<file path="src/design/wsfp_pkg.sv">
`timescale 1ns / 1ps
// ----------------------------------------------------------------------------
// wsfp_pkg
// Shared types and constants for the WebSocket frame parser.
// ----------------------------------------------------------------------------
package wsfp_pkg;

  typedef enum logic [2:0] {
    PH_HDR0     = 3'd0,
    PH_HDR1     = 3'd1,
    PH_HDR1_RSV = 3'd2,
    PH_EXT      = 3'd3,
    PH_PAYLOAD  = 3'd4
  } phase_t;

  localparam logic [1:0] KIND_HEADER    = 2'd0;
  localparam logic [1:0] KIND_PAYLOAD   = 2'd1;
  localparam logic [1:0] KIND_RSV_ERROR = 2'd2;
  localparam logic [1:0] KIND_MASK_ERROR = 2'd3;

  localparam logic [7:0]  RESERVED_MASK = 8'h70;
  localparam logic [6:0]  LEN16_CODE    = 7'd126;
  localparam logic [3:0]  EXT_BYTES_16  = 4'd2;
  localparam logic [3:0]  EXT_BYTES_64  = 4'd8;
  localparam logic [3:0]  OPCODE_CLOSE  = 4'd8;
  localparam logic [15:0] CLOSE_NORMAL  = 16'd1000;

  typedef struct packed {
    logic [1:0]  kind;
    logic        fin_flag;
    logic [3:0]  frame_opcode;
    logic [63:0] payload_length;
    logic [7:0]  data_byte;
    logic        last;
    logic [15:0] close_reply_code;
  } result_t;

endpackage

</file>
<file path="src/design/wsfp_skid.sv">
`timescale 1ns / 1ps
// ----------------------------------------------------------------------------
// wsfp_skid
// Two-entry output buffer: a result register plus one skid register.
// ----------------------------------------------------------------------------
module wsfp_skid (
  input  logic             clk,
  input  logic             rst,
  input  logic             in_valid,
  output logic             in_stall,
  input  wsfp_pkg::result_t in_res,
  output logic             out_valid,
  input  logic             out_stall,
  output wsfp_pkg::result_t out_res
);

  logic              main_valid;
  logic              skid_valid;
  wsfp_pkg::result_t main_res;
  wsfp_pkg::result_t skid_res;
  logic              push;
  logic              pop;

  assign in_stall  = skid_valid;
  assign push      = in_valid && !skid_valid;
  assign pop       = main_valid && !out_stall;
  assign out_valid = main_valid;
  assign out_res   = main_res;

  always_ff @(posedge clk) begin
    if (rst) begin
      main_valid <= 1'b0;
      skid_valid <= 1'b0;
    end else if (skid_valid) begin
      if (pop) begin
        main_res   <= skid_res;
        skid_valid <= 1'b0;
      end
    end else if (push) begin
      if (!main_valid || pop) begin
        main_res   <= in_res;
        main_valid <= 1'b1;
      end else begin
        skid_res   <= in_res;
        skid_valid <= 1'b1;
      end
    end else if (pop) begin
      main_valid <= 1'b0;
    end
  end

endmodule

</file>
<file path="src/design/websocket_frame_parser.sv">
`timescale 1ns / 1ps
// ----------------------------------------------------------------------------
// websocket_frame_parser
// Receive-side parser for an unmasked WebSocket frame byte stream.
// ----------------------------------------------------------------------------
// Usage:
//   Input channel: one received byte per request on rx_byte, taken when
//   in_valid is high and in_stall is low.
//   Output channel: at most one result per input byte (header done, payload
//   byte, reserved flag error or masked frame error), taken when out_valid
//   is high and out_stall is low. Header bytes before the last length byte
//   produce no result.
//   Each result is registered, in the result register or the skid register.
//   Throughput: one byte per cycle while in_stall is low; the per-byte work is a single
//   pass through the header/length/payload decode between the phase
//   registers and the result register.
//   Stall: results go into a result register backed by one skid register,
//   so a byte can still be taken while a result waits. in_stall rises only
//   when both are occupied and clears once the receiver takes one.
//   Reset: synchronous, active high. The parser waits for the first header
//   byte and the output buffer is empty. After an error the parser again
//   waits for a new header.
// ----------------------------------------------------------------------------
module websocket_frame_parser (
  input  logic        clk,
  input  logic        rst,
  input  logic        in_valid,
  output logic        in_stall,
  input  logic [7:0]  rx_byte,
  output logic        out_valid,
  input  logic        out_stall,
  output logic [1:0]  kind,
  output logic        fin_flag,
  output logic [3:0]  frame_opcode,
  output logic [63:0] payload_length,
  output logic [7:0]  data_byte,
  output logic        last,
  output logic [15:0] close_reply_code
);

  // Parser state
  wsfp_pkg::phase_t phase, phase_next;
  logic        fin_reg, fin_reg_next;
  logic [3:0]  opcode_reg, opcode_reg_next;
  logic [3:0]  ext_bytes_left, ext_bytes_left_next;
  logic [63:0] length_accum, length_accum_next;
  logic [63:0] payload_left, payload_left_next;
  logic [7:0]  close_high_byte, close_high_byte_next;
  logic [7:0]  close_low_byte, close_low_byte_next;
  logic [1:0]  close_bytes_seen, close_bytes_seen_next;

  logic              accept;
  logic              res_valid;
  wsfp_pkg::result_t res;
  wsfp_pkg::result_t out_res;

  // Decode helpers
  logic        rsv_hit;
  logic [6:0]  len7;
  logic        short_len;
  logic [63:0] ext_accum;
  logic [3:0]  ext_left_dec;
  logic        is_close;
  logic        pay_last;

  assign accept       = in_valid && !in_stall;
  assign rsv_hit      = |(rx_byte & wsfp_pkg::RESERVED_MASK);
  assign len7         = rx_byte[6:0];
  assign short_len    = len7 < wsfp_pkg::LEN16_CODE;
  assign ext_accum    = {length_accum[55:0], rx_byte};
  assign ext_left_dec = ext_bytes_left - 4'd1;
  assign is_close     = opcode_reg == wsfp_pkg::OPCODE_CLOSE;
  assign pay_last     = payload_left == 64'd1;

  // Next phase
  always_comb begin
    phase_next = phase;
    unique case (phase)
      wsfp_pkg::PH_HDR0: begin
        phase_next = rsv_hit ? wsfp_pkg::PH_HDR1_RSV : wsfp_pkg::PH_HDR1;
      end
      wsfp_pkg::PH_HDR1_RSV: begin
        phase_next = wsfp_pkg::PH_HDR0;
      end
      wsfp_pkg::PH_HDR1: begin
        if (rx_byte[7]) begin
          phase_next = wsfp_pkg::PH_HDR0;
        end else if (short_len) begin
          phase_next = (len7 == 7'd0) ? wsfp_pkg::PH_HDR0 : wsfp_pkg::PH_PAYLOAD;
        end else begin
          phase_next = wsfp_pkg::PH_EXT;
        end
      end
      wsfp_pkg::PH_EXT: begin
        if (ext_left_dec == 4'd0) begin
          phase_next = (ext_accum == 64'd0) ? wsfp_pkg::PH_HDR0 : wsfp_pkg::PH_PAYLOAD;
        end
      end
      wsfp_pkg::PH_PAYLOAD: begin
        if (pay_last) begin
          phase_next = wsfp_pkg::PH_HDR0;
        end
      end
      default: begin
        phase_next = wsfp_pkg::PH_HDR0;
      end
    endcase
  end

  // Datapath and result
  always_comb begin
    fin_reg_next          = fin_reg;
    opcode_reg_next       = opcode_reg;
    ext_bytes_left_next   = ext_bytes_left;
    length_accum_next     = length_accum;
    payload_left_next     = payload_left;
    close_high_byte_next  = close_high_byte;
    close_low_byte_next   = close_low_byte;
    close_bytes_seen_next = close_bytes_seen;
    res_valid             = 1'b0;
    res.kind              = wsfp_pkg::KIND_HEADER;
    res.fin_flag          = fin_reg;
    res.frame_opcode      = opcode_reg;
    res.payload_length    = 64'd0;
    res.data_byte         = 8'd0;
    res.last              = 1'b0;
    res.close_reply_code  = 16'd0;
    unique case (phase)
      wsfp_pkg::PH_HDR0: begin
        fin_reg_next    = rx_byte[7];
        opcode_reg_next = rx_byte[3:0];
      end
      wsfp_pkg::PH_HDR1_RSV: begin
        res_valid = 1'b1;
        res.kind  = wsfp_pkg::KIND_RSV_ERROR;
      end
      wsfp_pkg::PH_HDR1: begin
        if (rx_byte[7]) begin
          res_valid = 1'b1;
          res.kind  = wsfp_pkg::KIND_MASK_ERROR;
        end else if (short_len) begin
          // 7-bit length: header is complete now
          length_accum_next     = {57'd0, len7};
          payload_left_next     = {57'd0, len7};
          close_bytes_seen_next = 2'd0;
          close_high_byte_next  = 8'd0;
          close_low_byte_next   = 8'd0;
          res_valid             = 1'b1;
          res.payload_length    = {57'd0, len7};
          if (len7 == 7'd0) begin
            res.last             = 1'b1;
            res.close_reply_code = is_close ? wsfp_pkg::CLOSE_NORMAL : 16'd0;
          end
        end else begin
          length_accum_next   = 64'd0;
          ext_bytes_left_next = (len7 == wsfp_pkg::LEN16_CODE) ?
                                wsfp_pkg::EXT_BYTES_16 : wsfp_pkg::EXT_BYTES_64;
        end
      end
      wsfp_pkg::PH_EXT: begin
        length_accum_next   = ext_accum;
        ext_bytes_left_next = ext_left_dec;
        if (ext_left_dec == 4'd0) begin
          payload_left_next     = ext_accum;
          close_bytes_seen_next = 2'd0;
          close_high_byte_next  = 8'd0;
          close_low_byte_next   = 8'd0;
          res_valid             = 1'b1;
          res.payload_length    = ext_accum;
          if (ext_accum == 64'd0) begin
            res.last             = 1'b1;
            res.close_reply_code = is_close ? wsfp_pkg::CLOSE_NORMAL : 16'd0;
          end
        end
      end
      wsfp_pkg::PH_PAYLOAD: begin
        // first two payload bytes hold the close code
        if (close_bytes_seen == 2'd0) begin
          close_high_byte_next  = rx_byte;
          close_bytes_seen_next = 2'd1;
        end else if (close_bytes_seen == 2'd1) begin
          close_low_byte_next   = rx_byte;
          close_bytes_seen_next = 2'd2;
        end
        payload_left_next  = payload_left - 64'd1;
        res_valid          = 1'b1;
        res.kind           = wsfp_pkg::KIND_PAYLOAD;
        res.payload_length = length_accum;
        res.data_byte      = rx_byte;
        res.last           = pay_last;
        if (pay_last && is_close) begin
          res.close_reply_code = (close_bytes_seen_next >= 2'd2) ?
                                 {close_high_byte_next, close_low_byte_next} :
                                 wsfp_pkg::CLOSE_NORMAL;
        end
      end
      default: begin
      end
    endcase
  end

  always_ff @(posedge clk) begin
    if (rst) begin
      phase            <= wsfp_pkg::PH_HDR0;
      fin_reg          <= 1'b0;
      opcode_reg       <= 4'd0;
      ext_bytes_left   <= 4'd0;
      length_accum     <= 64'd0;
      payload_left     <= 64'd0;
      close_high_byte  <= 8'd0;
      close_low_byte   <= 8'd0;
      close_bytes_seen <= 2'd0;
    end else if (accept) begin
      phase            <= phase_next;
      fin_reg          <= fin_reg_next;
      opcode_reg       <= opcode_reg_next;
      ext_bytes_left   <= ext_bytes_left_next;
      length_accum     <= length_accum_next;
      payload_left     <= payload_left_next;
      close_high_byte  <= close_high_byte_next;
      close_low_byte   <= close_low_byte_next;
      close_bytes_seen <= close_bytes_seen_next;
    end
  end

  wsfp_skid u_skid (
    .clk       (clk),
    .rst       (rst),
    .in_valid  (accept && res_valid),
    .in_stall  (in_stall),
    .in_res    (res),
    .out_valid (out_valid),
    .out_stall (out_stall),
    .out_res   (out_res)
  );

  assign kind             = out_res.kind;
  assign fin_flag         = out_res.fin_flag;
  assign frame_opcode     = out_res.frame_opcode;
  assign payload_length   = out_res.payload_length;
  assign data_byte        = out_res.data_byte;
  assign last             = out_res.last;
  assign close_reply_code = out_res.close_reply_code;

endmodule
</file>
<file path="config.mk">
export PLATFORM = sky130hd
export DESIGN_NAME = websocket_frame_parser
export DESIGN_NICKNAME = d
export VERILOG_FILES = /design/src/design/wsfp_pkg.sv /design/src/design/wsfp_skid.sv /design/src/design/websocket_frame_parser.sv
export SDC_FILE = /design/constraint.sdc
export NUM_CORES = 1
export LEC_CHECK = 0
export BUFFER_PORTS_ARGS = -buffer_cell sky130_fd_sc_hd__buf_2
export CAP_MARGIN = 10
export CORE_AREA = 2 2 167 169
export CTS_BUF_LIST = sky130_fd_sc_hd__clkbuf_16
export CTS_CLUSTER_DIAMETER = 150
export DETAILED_ROUTE_END_ITERATION = 12
export DIE_AREA = 0 0 169 171
export GPL_TIMING_DRIVEN = 0
export MAX_ROUTING_LAYER = met4
export PLACE_DENSITY = 0.79
export SETUP_SLACK_MARGIN = 0.02
export SYNTH_ARGS = -nofsm -noshare
export SYNTH_HDL_FRONTEND = slang
export SYNTH_SLANG_ARGS = --single-unit
export TNS_END_PERCENT = 30
</file>
<file path="constraint.sdc">
create_clock -name clk -period 15.8 [get_ports clk]
set_clock_uncertainty 0.1 [all_clocks]
set_input_delay 3.95 -clock clk [delete_from_list [all_inputs] [get_ports clk]]
set_output_delay 3.95 -clock clk [all_outputs]
set_load 0.05 [all_outputs]
</file>
# Word level (Yosys, flattened, before mapping)

Index checks and enable logic that the tools add are counted.
Widths: inputs -> output; s select.

Bitwise logic cells: 3
Magnitude comparators: 2
$add $sub $neg: 2
Eq/ne operators: 15
Reduce and logical (&&, ||, !) cells: 29
Muxes and demuxes: 64

Operator list:

| operator              | number |
|---|---|
| $mux 96               | 4 |
| $pmux 64 s3           | 2 |
| $mux 64               | 5 |
| $pmux 64 s2           | 1 |
| $mux 17               | 5 |
| $eq 64x1->1 const B   | 1 |
| $logic_not 64->1      | 1 |
| $sub 64x1->64 const B | 1 |
| $mux 8                | 7 |
| $pmux 17 s3           | 1 |
| $pmux 8 s3            | 2 |
| $mux 16               | 2 |
| $mux 3                | 6 |
| $mux 2                | 8 |
| $mux 7                | 2 |
| $ne 2x2->1 const B    | 7 |
| $mux 4                | 3 |
| $pmux 2 s3            | 2 |
| $pmux 3 s4            | 1 |
| $reduce_and 4->1      | 3 |
| $mux 1                | 10 |
| $mux 10               | 1 |
| $reduce_and 3->1      | 3 |
| $pmux 4 s2            | 1 |
| other kinds (24)      | 36 |

Input bits: 12
Word-level logic and storage cells: 140
Register bits: 352
Output and inout bits: 98

# Logic depth before layout (Yosys ltp)

Depth in word-level cells: 11
Gate-level depth with buffers: 10
Depth with buffers taken out: 8

# Hierarchy

A second synthesis with hierarchy kept.

Cells, all modules: 1,465
Area total of the unflattened synthesis: 16,231.8 µm²

By module, submodules not included:

| module                 | area each (µm²) | times used | cells each | sequential area each (µm²) |
|---|---|---|---|---|
| websocket_frame_parser | 9,130.0         | 1          | 1,154      | 3,163.0 |
| wsfp_skid              | 7,101.8         | 1          | 311        | 5,805.6 |

# Worst setup path after synthesis

No wires, ideal clock.

Path kind: input to register
Start point: input rx_byte[5]
End point: register u_skid.main_res (netlist bit u_skid.out_res[0]) (enable)
Data arrival time: 11,963 ps
Cell stages on the path: 7
Setup time: 704 ps
Path buffers: 1
Path slack: 3,033 ps
Cell sequence: clkbuf_1 > and4_1 > nand3_1 > o21ai_0 > nand2_1 > nand3_1 > a221oi_1

Cells in the longest elaborated chain, start to end: 8

Ends and longest elaborated chain:

| what                               | RTL line                      | text |
|---|---|---|
| from (decl)                        | websocket_frame_parser.sv:29  | `input logic [7:0] rx_byte,` |
| $lt 7x7->1                         | websocket_frame_parser.sv:69  | `assign short_len = len7 < wsfp_pkg::LEN16_CODE;` |
| $mux 1                             | websocket_frame_parser.sv:141 | `end else if (short_len) begin` |
| $mux 1                             | websocket_frame_parser.sv:138 | `if (rx_byte[7]) begin` |
| $pmux 1 s3                         | websocket_frame_parser.sv:128 | `unique case (phase)` |
| $logic_and 1x1->1                  | websocket_frame_parser.sv:229 | `.in_valid (accept && res_valid),` |
| $logic_and 1x1->1                  | wsfp_skid.sv:25               | `assign push = in_valid && !skid_valid;` |
| $reduce_bool 2->1 (no source line) | n/a                           |  |
| $reduce_and 4->1 (no source line)  | n/a                           |  |
| to (signal assigned)               | wsfp_skid.sv:36               | `main_res <= skid_res;` |
| to (signal assigned)               | wsfp_skid.sv:41               | `main_res <= in_res;` |
| to (decl)                          | wsfp_skid.sv:19               | `wsfp_pkg::result_t main_res;` |

No other way between the ends.
A chain may end at the register's enable or synchronous reset.

# Worst setup path in the final report

Start point: input rx_byte[2]
End point: register close_high_byte[6]

Cells in the longest elaborated chain, start to end: 3

Ends and longest elaborated chain:

| what                              | RTL line                      | text |
|---|---|---|
| $lt 7x7->1                        | websocket_frame_parser.sv:69  |  |
| $ne 2x2->1 (no source line)       | n/a                           |  |
| $reduce_and 5->1 (no source line) | n/a                           |  |
| to (signal assigned)              | websocket_frame_parser.sv:220 | `close_high_byte <= close_high_byte_next;` |
| to (decl)                         | websocket_frame_parser.sv:48  | `logic [7:0] close_high_byte, close_high_byte_next;` |

No other way between the ends.

==> impl_metrics.ini <==
[run_status]
outcome = completed

[setup_path]
ff2ff_path_depth = 6
setup.worst_path.start_class = input port
endpoint_kind = flop
rrSetupSlack_ps = 11440
critical-path-max-stage-delay_ps = 970
r2r-end = payload_left[58]$_SDFFE_PP0P_
regToRegStartpoint = payload_left[12]$_SDFFE_PP0P_
path_cells = clkbuf_1 > nand4_1 > o211a_1 > o221ai_1 > clkbuf_1 > buf_1 > nor2_1 > a21oi_1 > nor2_1
slowest_stage = o221ai_1
crit_start = rx_byte[2]
crit_required_ps = 16100
endpoint = close_high_byte[6]$_SDFFE_PP0P_
crit_arrival_ps = 7440
critPathKind = in -> reg
path_max_fanout = 10

[synthesis]
synth_xor_xnor_area_share = 0.002172
synth_area_per_cell_um2 = 10.66
synth-edff-count = 192
synth_flop_cell = edfxtp_1
syn-num-nets = 1532
synth_area_mm2 = 0.01613
yosysWarningCount = 0
synth_area_leaders = edfxtp_1 36%, dfxtp_1 20%, mux2_2 6.1%, nor2_1 3.9%, a22o_1 3.7%
synth_top_area_frac = 0.3575
synth-simple-area-share = 0.1576
yosysUniqueCellTypes = 70
synth_mux_area_frac = 0.06393
synth-compound-area-share = 0.1810
synth_common_cells = 192 x edfxtp_1, 168 x nor2_1, 160 x dfxtp_1
synth_top_family_by_area = compound AO/OA/AOI/OAI gates
synth_seq_area_share = 0.5561
synth-seq-cells = 352
yosysTopAreaCell = edfxtp_1
synth.most_common_cell = edfxtp_1
yosys.area_share.adder = 0.005431
async_reset_ff_frac = 0
synth_cells = 1513

[routing]
vias_per_cell = 6.746
drc = 0
wirelength_um = 50300
first_iter_violations = 1634
dr_total_vias = 13800
firstDrtPassIters = 6
wl_per_cell_um = 24.60
drtAntennaViolNets = 0

[power]
clkPwrFrac = 0.401
combPwrFrac = 0.123
seqPwrFrac = 0.476
switchingPower_uw = 560.6
power.total_uw = 2074
powerDensity_mw_per_mm2 = 112.4
ir_worst_vdd_mv = 0.1093
power.leakage_uw = 0.006456
sw_frac_of_total = 0.2703
power.internal_uw = 1513

[die]
die_area_mm2 = 0.02890
core_region_area_mm2 = 0.02732
ios = 110
std_cell_rows = 61
start_util = 0.5902
die_h_um = 171
die_w_um = 169

[global_routing]
grt_pass1_wl_um = 75830
grt-ovfl-total = 0
gr-usage-met3 = 0.07356
grt_max_degree = 23
grt_usage = 0.3543
use_met1 = 0.4798
gr-usage-met2 = 0.5315
busiest_layer = met2
grt_pass1_vias = 12630
antenna_found_initial = 0

[sta]
hold_viol_final = 0
drv_slew = 0
worst_hold_slack_ps = 363.2
relSlewSlack = 0.1395
max_freq_ghz = 0.1402
layout_setup_ws_ps = 8665
grt_setup_unrepaired = false
period_needed_ps = 7135
timing.final.crit_share = 0.4516
tightest_slew_ps = 1279
final-setup-viol-count = 0

[clock_network]
cts_tree = built
cts_root_buffer = clkbuf_16
cts_hold_buffers = 0
path_clk_slew_ps = 60
clk_path_buf_depth = 3
post_cts_buffers = 0
cts_resized = 0
clock_latency_ps = 540
cts_buffers = 36
cts_sinks = 352
htree_levels = 2

[placed_design]
io_buffers = 106
pre_cts_slack_ps = 8212
globalplace.congestion = 1.000
dp_hpwl_um = 35090
dp_cells = 1979

[final_layout]
nets = 1690
drive_above_1_share = 0.1707
n_antenna_cell = 0
synthToLayoutAreaGrowth_pct = 14.37
post-route-util = 0.6750
final_cells = 2045

[flow_run]
drv_cap = 0

[min_path]
hold_class = reg -> reg
## area by class of cell
cell class | count | area (um^2)
plain buffers | 115 | 465.4
clock inverters | 30 | 245.2
flip-flops and latches | 352 | 8969
fillers | 2062 | 8880
clock buffers | 36 | 900.9
repair buffers | 120 | 715.7
multi-input cells | 1025 | 6636
inverters | 21 | 78.83
well taps | 346 | 432.9
## cells by family (layout without fill, tap and decap cells)
| kind of cell | after synthesis | count (layout) |
|---|---|---|
| AO/OA/AOI/OAI | 415 | 415 |
| XOR/XNOR | 4 | 4 |
| adder cells (fa/ha/maj) | 7 | 7 |
| buffers and inverters | 136 | 322 |
| flip-flops | 352 | 352 |
| multiplexers | 92 | 92 |
| AND/OR/NAND/NOR | 507 | 507 |
## power by group through the flow
| stage | sequential (uW) | clock [uW] | combinational (uW) |
|---|---|---|---|
| floorplan | 1040 | 0 | 133 |
| global placement | 1010 | 0 | 239 |
| detailed placement | 1010 | 0 | 245 |
| CTS | 987 | 837 | 246 |
| global route | 989 | 869 | 268 |
| finish | 987 | 831 | 255 |
## layout by cell type (no fill, tap or decap), drive strengths merged, types with 12 or more instances in the layout
| master | Yosys | routed |
|---|---|---|
| nand4 | 24 | 24 |
| a22o | 68 | 68 |
| mux2 | 88 | 88 |
| inv | 20 | 28 |
| dfxtp | 160 | 160 |
| clkinv | 1 | 17 |
| or3 | 12 | 12 |
| edfxtp | 192 | 192 |
| a31oi | 19 | 19 |
| nor2 | 168 | 168 |
| a22oi | 77 | 77 |
| nor4 | 43 | 43 |
| and2 | 13 | 13 |
| clkbuf | 101 | 137 |
| buf | 14 | 134 |
| nand3 | 26 | 26 |
| o21ai | 67 | 67 |
| a21oi | 79 | 79 |
| o211ai | 12 | 12 |
| o31ai | 18 | 18 |
| or4 | 15 | 15 |
| nor3 | 48 | 48 |
| nand2 | 106 | 106 |
## worst max-delay path, delay by kind of cell
family | cells | cell delay (ps)
buffers and inverters | 3 | 1680
AOI/OAI and AO/OA | 3 | 1400
and+or+nand+nor | 3 | 380
## metal layers
layer | up-vias | wire (um)
met5 | - | 0
li1 | 6133 | -
met1 | 6625 | 20320
met4 | 0 | 1863
met2 | 900 | 22280
met3 | 138 | 5837
## worst min-delay path by stage
stage / start / end / cells past startpoint
after CTS: close_high_byte[1]$_SDFFE_PP0P_ / close_high_byte[1]$_SDFFE_PP0P_ / 2
after global routing: close_high_byte[1]$_SDFFE_PP0P_ / close_high_byte[1]$_SDFFE_PP0P_ / 2
after global placement: close_bytes_seen[1]$_SDFFE_PP0P_ / close_bytes_seen[1]$_SDFFE_PP0P_ / 2
after floorplan: fin_reg$_SDFFE_PP0P_ / u_skid.skid_res[93]$_DFFE_PP_ / 0
after detailed placement: close_high_byte[1]$_SDFFE_PP0P_ / close_high_byte[1]$_SDFFE_PP0P_ / 2
final: close_high_byte[1]$_SDFFE_PP0P_ / close_high_byte[1]$_SDFFE_PP0P_ / 2
## per-stage QoR
stage	cell area, um^2	TNS, ps
2_1_floorplan	16130	0
3_3_place_gp	17090	-2681
3_5_place_dp	17300	0
4_1_cts	18440	0
5_1_grt	18440	0
6_report	18440	0
(Power assumes the default switching activity.)
